**config.mk**
```make
export PLATFORM = sky130hd
export DESIGN_NAME = audio_capture_ring_writer_core
export DESIGN_NICKNAME = d
export VERILOG_FILES = /design/src/rtl/core/acrw_pkg.sv /design/src/rtl/core/acrw_frame_fmt.sv /design/src/rtl/core/acrw_ring_state.sv /design/src/rtl/core/audio_capture_ring_writer_core.sv
export SDC_FILE = /design/constraint.sdc
export NUM_CORES = 1
export LEC_CHECK = 0
export BUFFER_PORTS_ARGS = -buffer_cell sky130_fd_sc_hd__buf_2
export CAP_MARGIN = 25
export CORE_MARGIN = 5
export CORE_UTILIZATION = 45
export DETAILED_ROUTE_END_ITERATION = 12
export PLACE_DENSITY_LB_ADDON = 0.25
export SKIP_LAST_GASP = 1
export SLEW_MARGIN = 5
export SYNTH_ARGS = -nofsm -noshare
export SYNTH_HDL_FRONTEND = slang
export SYNTH_HIERARCHICAL = 1
export SYNTH_SLANG_ARGS = --single-unit
```
**constraint.sdc**
```tcl
create_clock -name clk_i -period 8 [get_ports clk_i]
set_input_delay 1.6 -clock clk_i [delete_from_list [all_inputs] [get_ports clk_i]]
set_output_delay 1.6 -clock clk_i [all_outputs]
set_load 0.005 [all_outputs]
```
**src/rtl/core/acrw_pkg.sv**
```systemverilog
// types and constants of the audio capture ring writer
package acrw_pkg;

  localparam int unsigned SampleW  = 32;
  localparam int unsigned AddrW    = 22;
  localparam int unsigned CountW   = 23;
  localparam int unsigned PeakW    = 24;
  localparam int unsigned DataW    = 48;
  localparam int unsigned BytesW   = 3;
  localparam int unsigned CfgDataW = 23;
  localparam int unsigned CfgIdxW  = 2;

  localparam logic [CountW-1:0] CountMax       = 23'h7F_FFFF;
  localparam logic [CountW-1:0] BufFramesReset = 23'd220500;

  localparam logic [BytesW-1:0] Bytes16Mono   = 3'd2;
  localparam logic [BytesW-1:0] Bytes24Mono   = 3'd3;
  localparam logic [BytesW-1:0] Bytes16Stereo = 3'd4;
  localparam logic [BytesW-1:0] Bytes24Stereo = 3'd6;

  typedef enum logic [CfgIdxW-1:0] {
    CfgCaptureEnable = 2'd0,
    CfgDepth24       = 2'd1,
    CfgStereoStore   = 2'd2,
    CfgBufferFrames  = 2'd3
  } cfg_reg_e;

  typedef enum logic {
    OpCapture = 1'b0,
    OpClear   = 1'b1
  } op_e;

  typedef struct packed {
    logic              capture_enable;
    logic              depth_24bit;
    logic              stereo_store;
    logic [CountW-1:0] buffer_frames;
  } cfg_t;

  typedef struct packed {
    logic [DataW-1:0]  data;
    logic [BytesW-1:0] nbytes;
    logic [PeakW-1:0]  level;
  } frame_t;

  typedef struct packed {
    logic              write_enable;
    logic [AddrW-1:0]  write_addr;
    logic [DataW-1:0]  write_data;
    logic [BytesW-1:0] write_bytes;
    logic [PeakW-1:0]  running_peak;
    logic [AddrW-1:0]  peak_addr;
    logic              peak_valid;
    logic [CountW-1:0] fill_count;
  } result_t;

endpackage

```
**src/rtl/core/acrw_frame_fmt.sv**
```systemverilog
// sample truncation, mono mixdown, byte packing and frame level
module acrw_frame_fmt (
  input  acrw_pkg::cfg_t                      cfg_i,
  input  logic signed [acrw_pkg::SampleW-1:0] left_sample_i,
  input  logic signed [acrw_pkg::SampleW-1:0] right_sample_i,
  input  logic                                mono_source_i,
  output acrw_pkg::frame_t                    frame_o
);
  import acrw_pkg::*;

  logic signed [PeakW-1:0] a;
  logic signed [PeakW-1:0] r;
  logic signed [PeakW-1:0] b;
  logic signed [PeakW:0]   sum;
  logic signed [PeakW-1:0] m;
  logic        [PeakW-1:0] mag_a;
  logic        [PeakW-1:0] mag_b;
  logic        [PeakW-1:0] mag_m;

  function automatic logic [PeakW-1:0] mag(input logic signed [PeakW-1:0] v);
    return v[PeakW-1] ? (~v + 1'b1) : v;
  endfunction

  always_comb begin
    if (cfg_i.depth_24bit) begin
      a = left_sample_i[31:8];
      r = right_sample_i[31:8];
    end else begin
      a = {{8{left_sample_i[31]}}, left_sample_i[31:16]};
      r = {{8{right_sample_i[31]}}, right_sample_i[31:16]};
    end
    b     = mono_source_i ? a : r;
    sum   = {a[PeakW-1], a} + {b[PeakW-1], b};
    m     = mono_source_i ? a : sum[PeakW:1];
    mag_a = mag(a);
    mag_b = mag(b);
    mag_m = mag(m);

    if (cfg_i.stereo_store) begin
      frame_o.level = (mag_a > mag_b) ? mag_a : mag_b;
      if (cfg_i.depth_24bit) begin
        frame_o.data   = {b, a};
        frame_o.nbytes = Bytes24Stereo;
      end else begin
        frame_o.data   = {16'h0, b[15:0], a[15:0]};
        frame_o.nbytes = Bytes16Stereo;
      end
    end else begin
      frame_o.level = mag_m;
      if (cfg_i.depth_24bit) begin
        frame_o.data   = {24'h0, m};
        frame_o.nbytes = Bytes24Mono;
      end else begin
        frame_o.data   = {32'h0, m[15:0]};
        frame_o.nbytes = Bytes16Mono;
      end
    end
  end

endmodule

```
**src/rtl/core/acrw_ring_state.sv**
```systemverilog
// write position, fill count and peak hold state with per-request update
module acrw_ring_state #(
  parameter int unsigned RING_DEPTH = 4194304
) (
  input  logic              clk_i,
  input  logic              rst_ni,
  input  logic              step_i,
  input  logic              op_i,
  input  acrw_pkg::cfg_t    cfg_i,
  input  acrw_pkg::frame_t  frame_i,
  output acrw_pkg::result_t result_o
);
  import acrw_pkg::*;

  localparam int unsigned CountLimit = (1 << CountW) - 1;
  localparam int unsigned LenMax = (RING_DEPTH < CountLimit) ? RING_DEPTH : CountLimit;
  localparam int unsigned PosW = (LenMax > 1) ? $clog2(LenMax) : 1;
  localparam logic [CountW-1:0] LenMaxC = CountW'(LenMax);

  logic [PosW-1:0]   wpos_q, wpos_d;
  logic [CountW-1:0] frames_q, frames_d;
  logic [PeakW-1:0]  peak_q, peak_d;
  logic [PosW-1:0]   peak_pos_q, peak_pos_d;
  logic              peak_valid_q, peak_valid_d;

  logic [CountW-1:0] len;
  logic [PosW-1:0]   pos;
  logic [CountW-1:0] pos_inc;
  logic [CountW-1:0] pos_ext;
  logic [CountW-1:0] peak_ext;
  logic              capture;

  always_comb begin
    if (cfg_i.buffer_frames == '0) begin
      len = CountW'(1);
    end else if (cfg_i.buffer_frames > LenMaxC) begin
      len = LenMaxC;
    end else begin
      len = cfg_i.buffer_frames;
    end
    pos     = (CountW'(wpos_q) >= len) ? '0 : wpos_q;
    pos_inc = CountW'(pos) + CountW'(1);
    pos_ext = CountW'(pos);
    capture = (op_i == OpCapture) && cfg_i.capture_enable;

    wpos_d       = wpos_q;
    frames_d     = frames_q;
    peak_d       = peak_q;
    peak_pos_d   = peak_pos_q;
    peak_valid_d = peak_valid_q;

    result_o.write_enable = 1'b0;
    result_o.write_addr   = '0;
    result_o.write_data   = '0;
    result_o.write_bytes  = '0;

    if (op_i == OpClear) begin
      wpos_d       = '0;
      frames_d     = '0;
      peak_d       = '0;
      peak_pos_d   = '0;
      peak_valid_d = 1'b0;
    end else if (capture) begin
      if (peak_valid_q && (pos == peak_pos_q)) begin
        peak_valid_d = 1'b0;
      end
      if (frame_i.level >= peak_q) begin
        peak_d       = frame_i.level;
        peak_pos_d   = pos;
        peak_valid_d = 1'b1;
      end
      wpos_d = (pos_inc >= len) ? '0 : pos_inc[PosW-1:0];
      if (frames_q < CountMax) begin
        frames_d = frames_q + 1'b1;
      end
      result_o.write_enable = 1'b1;
      result_o.write_addr   = pos_ext[AddrW-1:0];
      result_o.write_data   = frame_i.data;
      result_o.write_bytes  = frame_i.nbytes;
    end

    peak_ext              = CountW'(peak_pos_d);
    result_o.running_peak = peak_d;
    result_o.peak_addr    = peak_ext[AddrW-1:0];
    result_o.peak_valid   = peak_valid_d;
    result_o.fill_count   = (frames_d < len) ? frames_d : len;
  end

  always_ff @(posedge clk_i or negedge rst_ni) begin
    if (!rst_ni) begin
      wpos_q       <= '0;
      frames_q     <= '0;
      peak_q       <= '0;
      peak_pos_q   <= '0;
      peak_valid_q <= 1'b0;
    end else if (step_i) begin
      wpos_q       <= wpos_d;
      frames_q     <= frames_d;
      peak_q       <= peak_d;
      peak_pos_q   <= peak_pos_d;
      peak_valid_q <= peak_valid_d;
    end
  end

endmodule

```
**src/rtl/core/audio_capture_ring_writer_core.sv**
```systemverilog
// audio capture ring writer: one frame request in, at most one store write and status out
//
// Each request is one audio frame (or a clear op) and produces exactly one result.
// A request is registered on entry, then formatted and applied to the ring state
// combinationally and registered at the output. A new request is taken every cycle
// while the output is being drained. The write position wraps at buffer_frames
// (forced to at least 1 and at most RING_DEPTH); fill_count saturates at that
// length. Results with write_enable low carry zero address, data and byte count.
// Configuration writes are taken at any time and are meant to be made while no
// request is in flight.
module audio_capture_ring_writer_core #(
  parameter int unsigned RING_DEPTH = 4194304
) (
  input  logic                                  clk_i,
  input  logic                                  rst_ni,
  input  logic                                  cfg_valid_i,
  output logic                                  cfg_ready_o,
  input  logic [acrw_pkg::CfgIdxW-1:0]          cfg_index_i,
  input  logic [acrw_pkg::CfgDataW-1:0]         cfg_data_i,
  input  logic                                  in_valid_i,
  output logic                                  in_ready_o,
  input  logic                                  op_i,
  input  logic signed [acrw_pkg::SampleW-1:0]   left_sample_i,
  input  logic signed [acrw_pkg::SampleW-1:0]   right_sample_i,
  input  logic                                  mono_source_i,
  output logic                                  out_valid_o,
  input  logic                                  out_ready_i,
  output logic                                  write_enable_o,
  output logic [acrw_pkg::AddrW-1:0]            write_addr_o,
  output logic [acrw_pkg::DataW-1:0]            write_data_o,
  output logic [acrw_pkg::BytesW-1:0]           write_bytes_o,
  output logic [acrw_pkg::PeakW-1:0]            running_peak_o,
  output logic [acrw_pkg::AddrW-1:0]            peak_addr_o,
  output logic                                  peak_valid_o,
  output logic [acrw_pkg::CountW-1:0]           fill_count_o
);
  import acrw_pkg::*;

  cfg_t cfg_q;

  logic                      in_valid_q;
  logic                      op_q;
  logic signed [SampleW-1:0] left_q;
  logic signed [SampleW-1:0] right_q;
  logic                      mono_q;

  logic    out_valid_q;
  result_t res_q;
  result_t res;
  frame_t  frame;
  logic    advance;

  assign cfg_ready_o = 1'b1;
  assign advance     = in_valid_q && (!out_valid_q || out_ready_i);
  assign in_ready_o  = !in_valid_q || advance;

  always_ff @(posedge clk_i or negedge rst_ni) begin
    if (!rst_ni) begin
      cfg_q.capture_enable <= 1'b0;
      cfg_q.depth_24bit    <= 1'b0;
      cfg_q.stereo_store   <= 1'b1;
      cfg_q.buffer_frames  <= BufFramesReset;
    end else if (cfg_valid_i) begin
      case (cfg_reg_e'(cfg_index_i))
        CfgCaptureEnable: cfg_q.capture_enable <= cfg_data_i[0];
        CfgDepth24:       cfg_q.depth_24bit    <= cfg_data_i[0];
        CfgStereoStore:   cfg_q.stereo_store   <= cfg_data_i[0];
        CfgBufferFrames:  cfg_q.buffer_frames  <= cfg_data_i;
        default: ;
      endcase
    end
  end

  always_ff @(posedge clk_i or negedge rst_ni) begin
    if (!rst_ni) begin
      in_valid_q  <= 1'b0;
      out_valid_q <= 1'b0;
    end else begin
      if (in_valid_i && in_ready_o) begin
        in_valid_q <= 1'b1;
      end else if (advance) begin
        in_valid_q <= 1'b0;
      end
      if (advance) begin
        out_valid_q <= 1'b1;
      end else if (out_ready_i) begin
        out_valid_q <= 1'b0;
      end
    end
  end

  always_ff @(posedge clk_i) begin
    if (in_valid_i && in_ready_o) begin
      op_q    <= op_i;
      left_q  <= left_sample_i;
      right_q <= right_sample_i;
      mono_q  <= mono_source_i;
    end
    if (advance) begin
      res_q <= res;
    end
  end

  acrw_frame_fmt u_fmt (
    .cfg_i          (cfg_q),
    .left_sample_i  (left_q),
    .right_sample_i (right_q),
    .mono_source_i  (mono_q),
    .frame_o        (frame)
  );

  acrw_ring_state #(
    .RING_DEPTH (RING_DEPTH)
  ) u_state (
    .clk_i    (clk_i),
    .rst_ni   (rst_ni),
    .step_i   (advance),
    .op_i     (op_q),
    .cfg_i    (cfg_q),
    .frame_i  (frame),
    .result_o (res)
  );

  assign out_valid_o    = out_valid_q;
  assign write_enable_o = res_q.write_enable;
  assign write_addr_o   = res_q.write_addr;
  assign write_data_o   = res_q.write_data;
  assign write_bytes_o  = res_q.write_bytes;
  assign running_peak_o = res_q.running_peak;
  assign peak_addr_o    = res_q.peak_addr;
  assign peak_valid_o   = res_q.peak_valid;
  assign fill_count_o   = res_q.fill_count;

endmodule

```
## Word level (Yosys, flattened, before mapping)

Cells that the tools add are included.

| storage, ports and cells | value |
|---|---|
| register bits after elaboration | 330 |
| input bits | 96 |
| logic and storage cells | 100 |
| output and inout bits | 147 |

| operators by class | value |
|---|---|
| reduce and logical (&&, ||, !) cells | 19 |
| order comparisons | 7 |
| $add $sub $neg | 6 |
| mux-type cells | 36 |
| bitwise gates (word level) | 5 |
| equal/unequal tests | 4 |

Operators by type and width:

| kind | count |
|---|---|
| $mux W24 | 9 |
| $mux W23 | 8 |
| $mux W22 | 7 |
| $mux W75 | 1 |
| $mux W74 | 1 |
| $add A24 B1 Y24 const B | 3 |
| $not A24 Y24 | 3 |
| $mux W51 | 1 |
| $mux W27 | 1 |
| $add A24 B24 Y25 | 1 |
| $ge A24 B24 Y1 | 1 |
| $gt A24 B24 Y1 | 1 |
| $add A22 B1 Y23 const B | 1 |
| $add A23 B1 Y23 const B | 1 |
| $ge A22 B23 Y1 | 1 |
| $ge A23 B23 Y1 | 1 |
| $gt A23 B23 Y1 const B | 1 |
| $logic_not A23 Y1 | 1 |
| $lt A23 B23 Y1 | 1 |
| $lt A23 B23 Y1 const B | 1 |
| $eq A22 B22 Y1 | 1 |
| $reduce_and A2 Y1 | 5 |
| $mux W1 | 8 |
| $reduce_bool A2 Y1 | 3 |
| 8 further kinds | 15 |

## Longest topological paths before layout

Gate-level depths: netlist (run 1).

| logic depth | value |
|---|---|
| depth after elaboration | 12 |
| gate-level depth with buffers | 36 |
| mapped depth without buffers | 30 |

## Modules after synthesis

The synthesis (run 1) kept the hierarchy.

Modules (own cells, without submodules):

| module | instances | area an instance (um^2) | cells each | sequential area each (um^2) |
|---|---|---|---|---|
| acrw_ring_state | 1 | 8,957.3 | 1,072 | 2,302.2 |
| audio_capture_ring_writer_core | 1 | 7,500.9 | 278 | 7,020.5 |
| acrw_frame_fmt | 1 | 5,845.6 | 876 | 0.0 |

## Least setup slack after synthesis (run 1)

No wires, ideal clock.

| path | value |
|---|---|
| path type | register to register |
| from | reg mono_q |
| to | reg res_q, in the netlist peak_valid_o, data pin |
| stages on the path, launching flop included | 33 |
| required time | 7.749 ns |
| path slack | 1.032 ns |
| path buffers | 4 |
| period minus slack after synthesis | 6.968 ns |
| library setup time | 0.251 ns |
| data arrival time | 6.717 ns |
| path through | edfxtp_1 > buf_6 > buf_6 > mux4_2 > inv_1 > ha_1 > inv_1 > nor2_1 > nand2_1 > nor2_1 > nand2_1 > o21ai_0 > xor2_1 > ha_1 > nand3_1 > nor3_1 > nand3_1 > o311a_1 > o211ai_1 > clkbuf_1 > nor2_1 > o21ai_0 > o21ai_0 > ha_1 > a2111oi_1 > nor2b_1 > o21ai_0 > a2111o_1 > a21oi_1 > a211oi_2 > or4_1 > o22a_1 > buf_4 |

RTL lines:

| element | RTL line | source |
|---|---|---|
| from (decl) | audio_capture_ring_writer_core.sv:45 | `logic mono_q;` |
| from (signal assigned) | audio_capture_ring_writer_core.sv:97 | `mono_q <= mono_source_i;` |
| to (signal assigned) | audio_capture_ring_writer_core.sv:100 | `res_q <= res;` |
| to (decl) | audio_capture_ring_writer_core.sv:48 | `result_t res_q;` |

==> results.toml, run 1 <==
[floorplan]
core_sq_mm = 0.0478
die_h_um = 230
die_area_sq_mm = 0.0530
row_count = 80
start_util_pct = 45.6
chipWidth_um = 230
io_pins = 243

[hold_path]
min_path_cells = 1
hold_end = "u_state/peak_q[19]$_DFFE_PN0P_"
hold_class = "flop to flop"
min-delay-start = "u_state/peak_q[19]$_DFFE_PN0P_"

[placement]
dp_hpwl_um = 52000
placement.io_buffers = 225
gp_congestion = 0.971
dp_cells = 3015
placed_area_sq_mm = 0.0239

[pwr]
total_power_w = 0.00698
seqPwrFrac_pct = 31.4
power.switching_w = 0.00271
p_leak_nw = 11.0
peakVddDrop_mv = 0.159
swShare_pct = 38.8
combPwrFrac_pct = 43.6
powerDensity_mw_per_mm2 = 277
power_frac_clock_pct = 25.0
p_int_w = 0.00428

[clock_tree]
h-tree-depth = 2
cts_buffer_depth = 3
cts_tree = "yes"
clockRootBuffer = "clkbuf_16"
path_clk_slew_ns = 0.06
cts_hold_buf = 0
cts_buffers = 37
clock_sinks = 314
insertion_delay_ns = 0.57

[worst_setup_path]
slowest_stage = "mux2i_1"
rrSetupSlack_ns = 0.42
path_common_cell = "buf_4"
cp_max_fo = 28
crit_path_start_kind = "flop"
critPathKind = "flop to flop"
reg2reg_to = "running_peak_o[6]$_DFFE_PP_"
end_kind = "flop"
worstPathRequired_ns = 8.28
r2r_cells = 30
crit_arrival_ns = 7.86
crit-reg2reg-launch = "mono_q$_DFFE_PP_"
cpPeakStageDelay_ns = 0.54

[final_layout]
drive_above_1_share_pct = 21.3
multiInputGateArea_sq_mm = 0.0120
instances_no_fill = 3085
regArea_sq_mm = 0.00884
finalInstanceArea_sq_mm = 0.0252
fill_cells = 4396
fin_nets = 2681
antenna_cells = 0
synthToLayoutAreaGrowth_pct = 15.6

[synthesis]
synth.avg_cell_area_sq_um = 9.87
synth_area_sq_mm = 0.0218
yosysWarnings = 6
synthesis.nets = 2450
synth_cells = 2210

[timing]
skew_ns = 0.0252
worst_pin_slew_ns = 1.02
drv_slew = 0
setup_violations = 0
slew_headroom_pct = 31.8
fin_crit_ns = 7.58
finalCritPeriodShare_pct = 94.8
hold_viol_final = 0
fmax_mhz = 132

[drt]
met1Wirelength_um = 32700
detail-route-antenna-nets = 0
wirelength_um = 68600
num_vias = 18200
dr.max_layer_used = "met4"
via_per_inst = 5.90
drc = 0
wl_per_cell_um = 22.2
wl_met3_um = 5380
first_pass_iters = 5
drtIter0Drc = 1700
route.met2.wl_um = 28800

[grt]
antenna_found_initial = 2
grt_max_degree = 88
grt_pass1_wl_um = 105000
grt_use_total_pct = 25.2
grt_pass1_vias = 17600
grt_overflow = 0

[job]
drv_cap = 0

[status]
outcome = "complete, no violations"
cell usage in the layout, fill, tap and decap left out, types with 8 or more instances in the layout:
| master | count |
|---|---|
| buf_2 | 224 |
| edfxtp_1 | 194 |
| nand2_1 | 163 |
| nor2_1 | 157 |
| ha_1 | 143 |
| a21oi_1 | 128 |
| inv_1 | 114 |
| dfrtp_1 | 108 |
| o21ai_0 | 101 |
| buf_4 | 91 |
| xnor2_1 | 68 |
| and2_1 | 68 |
| mux2i_1 | 59 |
| a22o_1 | 53 |
| nand3_1 | 51 |
| a21o_1 | 48 |
| mux2_2 | 47 |
| xor2_1 | 44 |
| nand4_1 | 41 |
| clkbuf_16 | 40 |
| o31ai_1 | 39 |
| and3_1 | 33 |
| nand2b_1 | 30 |
| nor3_1 | 30 |
| nor2b_1 | 29 |
| mux2_4 | 23 |
| a211oi_1 | 19 |
| o21a_1 | 18 |
| o31a_1 | 14 |
| mux2_1 | 13 |
| a31oi_1 | 13 |
| or3_1 | 13 |
| o211ai_1 | 13 |
| dfstp_2 | 11 |
| nor4_1 | 11 |
| nand3b_1 | 9 |
| or4_1 | 9 |
| clkbuf_1 | 8 |
| o22ai_1 | 8 |
final cells by class:
cell class                      instances  share of cell area, %
Timing Repair Buffer                  322                   7.72
Inverter                              120                   1.79
Clock buffer                           51                   4.25
Tap cell                              615                   3.05
Clock inverter                         17                  0.749
Sequential cell                       314                   35.1
Multi-Input combinational cell       1646                   47.4
what timing repair did:
item | 4_1_cts | 5_1_grt
resized for setup | 0 | 5
setup endpoints to repair | 0 | 97
buffers inserted | 0 | 1
worst max path at each step:
stage	to	from	depth (start not counted)	slack, ns
after CTS	running_peak_o[6]$_DFFE_PP_	mono_q$_DFFE_PP_	30	0.28
after detailed placement	peak_valid_o$_DFFE_PP_	mono_q$_DFFE_PP_	30	0.31
after global routing	u_state/peak_pos_q[12]$_DFFE_PN0P_	mono_q$_DFFE_PP_	31	-0.002
final	running_peak_o[6]$_DFFE_PP_	mono_q$_DFFE_PP_	30	0.42
after floorplan	peak_valid_o$_DFFE_PP_	mono_q$_DFFE_PP_	32	1.03
after global placement	peak_valid_o$_DFFE_PP_	mono_q$_DFFE_PP_	29	0.46
layer usage:
metal	GRT usage (%)	vias up
li1	-	8590
met1	38.6	8853
met2	36.5	681
met3	4.54	86
met4	6.86	0
met5	0	-
critical path, delay by kind of cell, from the launching register on:
family          cells  cell delay (ns)
fa+ha+maj           2             0.70
simple gates       11             2.12
buf+inv             6             1.22
compound gates     10             2.30
mux                 1             0.54
flops               1             0.37
power by group through the flow:
stage               Clock [W]  Combinational, W  Sequential, W
global route          0.00185           0.00333        0.00222
detailed placement          0           0.00297        0.00221
floorplan                   0           0.00199        0.00217
global placement            0           0.00292        0.00221
finish                0.00175           0.00305        0.00219
CTS                   0.00179           0.00299        0.00219
flip-flops by register name, indices dropped and copies added, names as in the netlist, 23 cells and up:
register and count:
cfg_q 26, fill_count_o 23, left_q 24, right_q 24
running_peak_o 24, u_state/frames_q 23, u_state/peak_q 24, write_data_o 48
metrics by stage:
step / hold slack [ns] / TNS, ns / worst slack [ns] / utilization, %
floorplan: 0.449 / 0 / 1.03 / -
global placement: 0.476 / 0 / 0.464 / 49.9
detailed placement: 0.481 / 0 / 0.310 / 50.0
CTS: 0.503 / 0 / 0.278 / 52.6
global route: 0.510 / -0.00185 / -0.00185 / 52.7
finish: 0.500 / 0 / 0.415 / 52.7
Note: power is estimated with default switching activity, not from simulation.
==> run 2: changes to the inputs <==
- REMOVE_ABC_BUFFERS: unset -> 1
==> run 2 against run 1 <==
Compared with the run above: sequential share of layout area down 1.1 points; global-route usage up 0.57 points; register-to-register slack better by 0.09 ns; power up 3.8%; sequential power about the same.
==> results.toml, run 2 (same netlist as run 1, synthesis figures left out) <==
[status]
outcome = "complete, no violations"

[grt]
grt_overflow = 0
grt_use_total_pct = 25.7
grt_pass1_vias = 18500
antenna_found_initial = 1
grt_max_degree = 80
grt_pass1_wl_um = 108000

[timing]
slew_headroom_pct = 32.2
setup_violations = 0
whs_ns = 0.496
hold_viol_final = 0
drv_slew = 0
skew_ns = 0.0257
fin_crit_ns = 7.49
final.setup.worst_slack_ns = 0.508
finalCritPeriodShare_pct = 93.7
fmax_mhz = 133
worst_pin_slew_ns = 1.02
grt_setup_unrepaired = "no"

[drt]
drc = 0
wl_per_cell_um = 22.0
wirelength_um = 70200
first_pass_iters = 7
via_per_inst = 5.88
detail-route-antenna-nets = 0
num_vias = 18700
drtIter0Drc = 1569

[worst_setup_path]
worstPathRequired_ns = 8.33
path_common_cell = "o21ai_0"
critPathKind = "flop to flop"
cp_max_fo = 22
cpPeakStageDelay_ns = 0.56
rrSetupSlack_ns = 0.51
slowest_stage = "or4_1"
crit_path_start_kind = "flop"
end_kind = "flop"
crit_arrival_ns = 7.82

[floorplan]
core_sq_mm = 0.0478
chipWidth_um = 230
row_count = 80
start_util_pct = 45.6
io_pins = 243
die_area_sq_mm = 0.0530
die_h_um = 230

[job]
drv_cap = 0

[pwr]
peakVddDrop_mv = 0.167
powerDensity_mw_per_mm2 = 279
total_power_w = 0.00725
p_leak_nw = 11.5

[clock_tree]
cts_buffer_depth = 3
cts_tree = "yes"
h-tree-depth = 2
postCtsSetupRepairBufs = 0
insertion_delay_ns = 0.58
clockRootBuffer = "clkbuf_16"
cts_buffers = 37
clock_sinks = 314
path_clk_slew_ns = 0.06

[hold_path]
hold_class = "flop to flop"

[final_layout]
drive_above_1_share_pct = 24.6
synthToLayoutAreaGrowth_pct = 19.2
fin_nets = 2781
antenna_cells = 0
post-route-util_pct = 54.4
final_cell_mix = "buf_2, edfxtp_1, buf_4"
fill_cells = 4290
instances_no_fill = 3185
final_common_cell = "buf_2"
largest_reg_flops = 48

[placement]
place_ws_ns = 0.383
gp_congestion = 0.967
placement.io_buffers = 225
dp_hpwl_um = 52800
dp_cells = 3116
[run 2: cell count changes in the layout (fill, tap and decap cells not counted), sizes merged]
cell / change
buf: +100
clkbuf: -3
clkinv: -3
bufinv: +2
clkinvlp: +2
inv: +2
[run 2: final timing paths]
path,startpoint,to,depth (start not counted)
max in group asynchronous,rst_ni,cfg_q[24]$_DFFE_PN0P_,2
worst max-delay path,mono_q$_DFFE_PP_,peak_valid_o$_DFFE_PP_,30
worst max register to register,mono_q$_DFFE_PP_,peak_valid_o$_DFFE_PP_,30
min in group asynchronous,rst_ni,u_state/peak_valid_q$_DFFE_PN0P_,1
worst min-delay path,u_state/peak_q[23]$_DFFE_PN0P_,u_state/peak_q[23]$_DFFE_PN0P_,1
worst min register to register,u_state/peak_q[23]$_DFFE_PN0P_,u_state/peak_q[23]$_DFFE_PN0P_,1
[run 2: repair_timing]
item	CTS	global route
endpoints found under the setup margin	0	116
hold buffers	0	0
gates resized for setup	0	6
[run 2: stage by stage]
step | area [sq um] | TNS, ns
6_report | 26000 | 0
5_1_grt | 26000 | 0
4_1_cts | 26000 | 0
3_5_place_dp | 24700 | 0
3_3_place_gp | 24700 | 0
2_1_floorplan | 21200 | -374.12
[run 2: where the power goes]
| group | internal, W | total [W] | switching, W | leakage [nW] |
|---|---|---|---|---|
| sequential | 0.00202 | 0.00219 | 0.000176 | 3.48 |
| combinational | 0.00139 | 0.00326 | 0.00187 | 7.36 |
| clock | 0.00108 | 0.00180 | 0.000715 | 0.627 |
[run 2: per-layer routing]
layer  global-route usage (%)  part of all wire (%)  vias to the layer above
met5                        0                     0                        -
met4                     6.02                   2.2                        0
met3                     4.79                   7.7                      104
met2                     39.6                    44                      768
met1                     37.9                    46                     9061
li1                         -                     -                     8784
[run 2: critical path: cells and delay by family (launching register included)]
family,cells,cell delay [ns]
compound gates,10,2.21
simple gates,11,2.57
fa+ha+maj,2,0.68
flops,1,0.41
mux,1,0.35
buf+inv,6,1.01
[run 2: final cells by class]
class	instances	area (sq um)	share of cell area (%)
repair buffers	422	2710	10.4
multi-input cells	1646	11900	45.9
inverters	120	450	1.73
flip-flops and latches	314	8850	34.0
clock inverters	20	273	1.05
well taps	615	769	2.96
clock buffers	48	1030	3.95
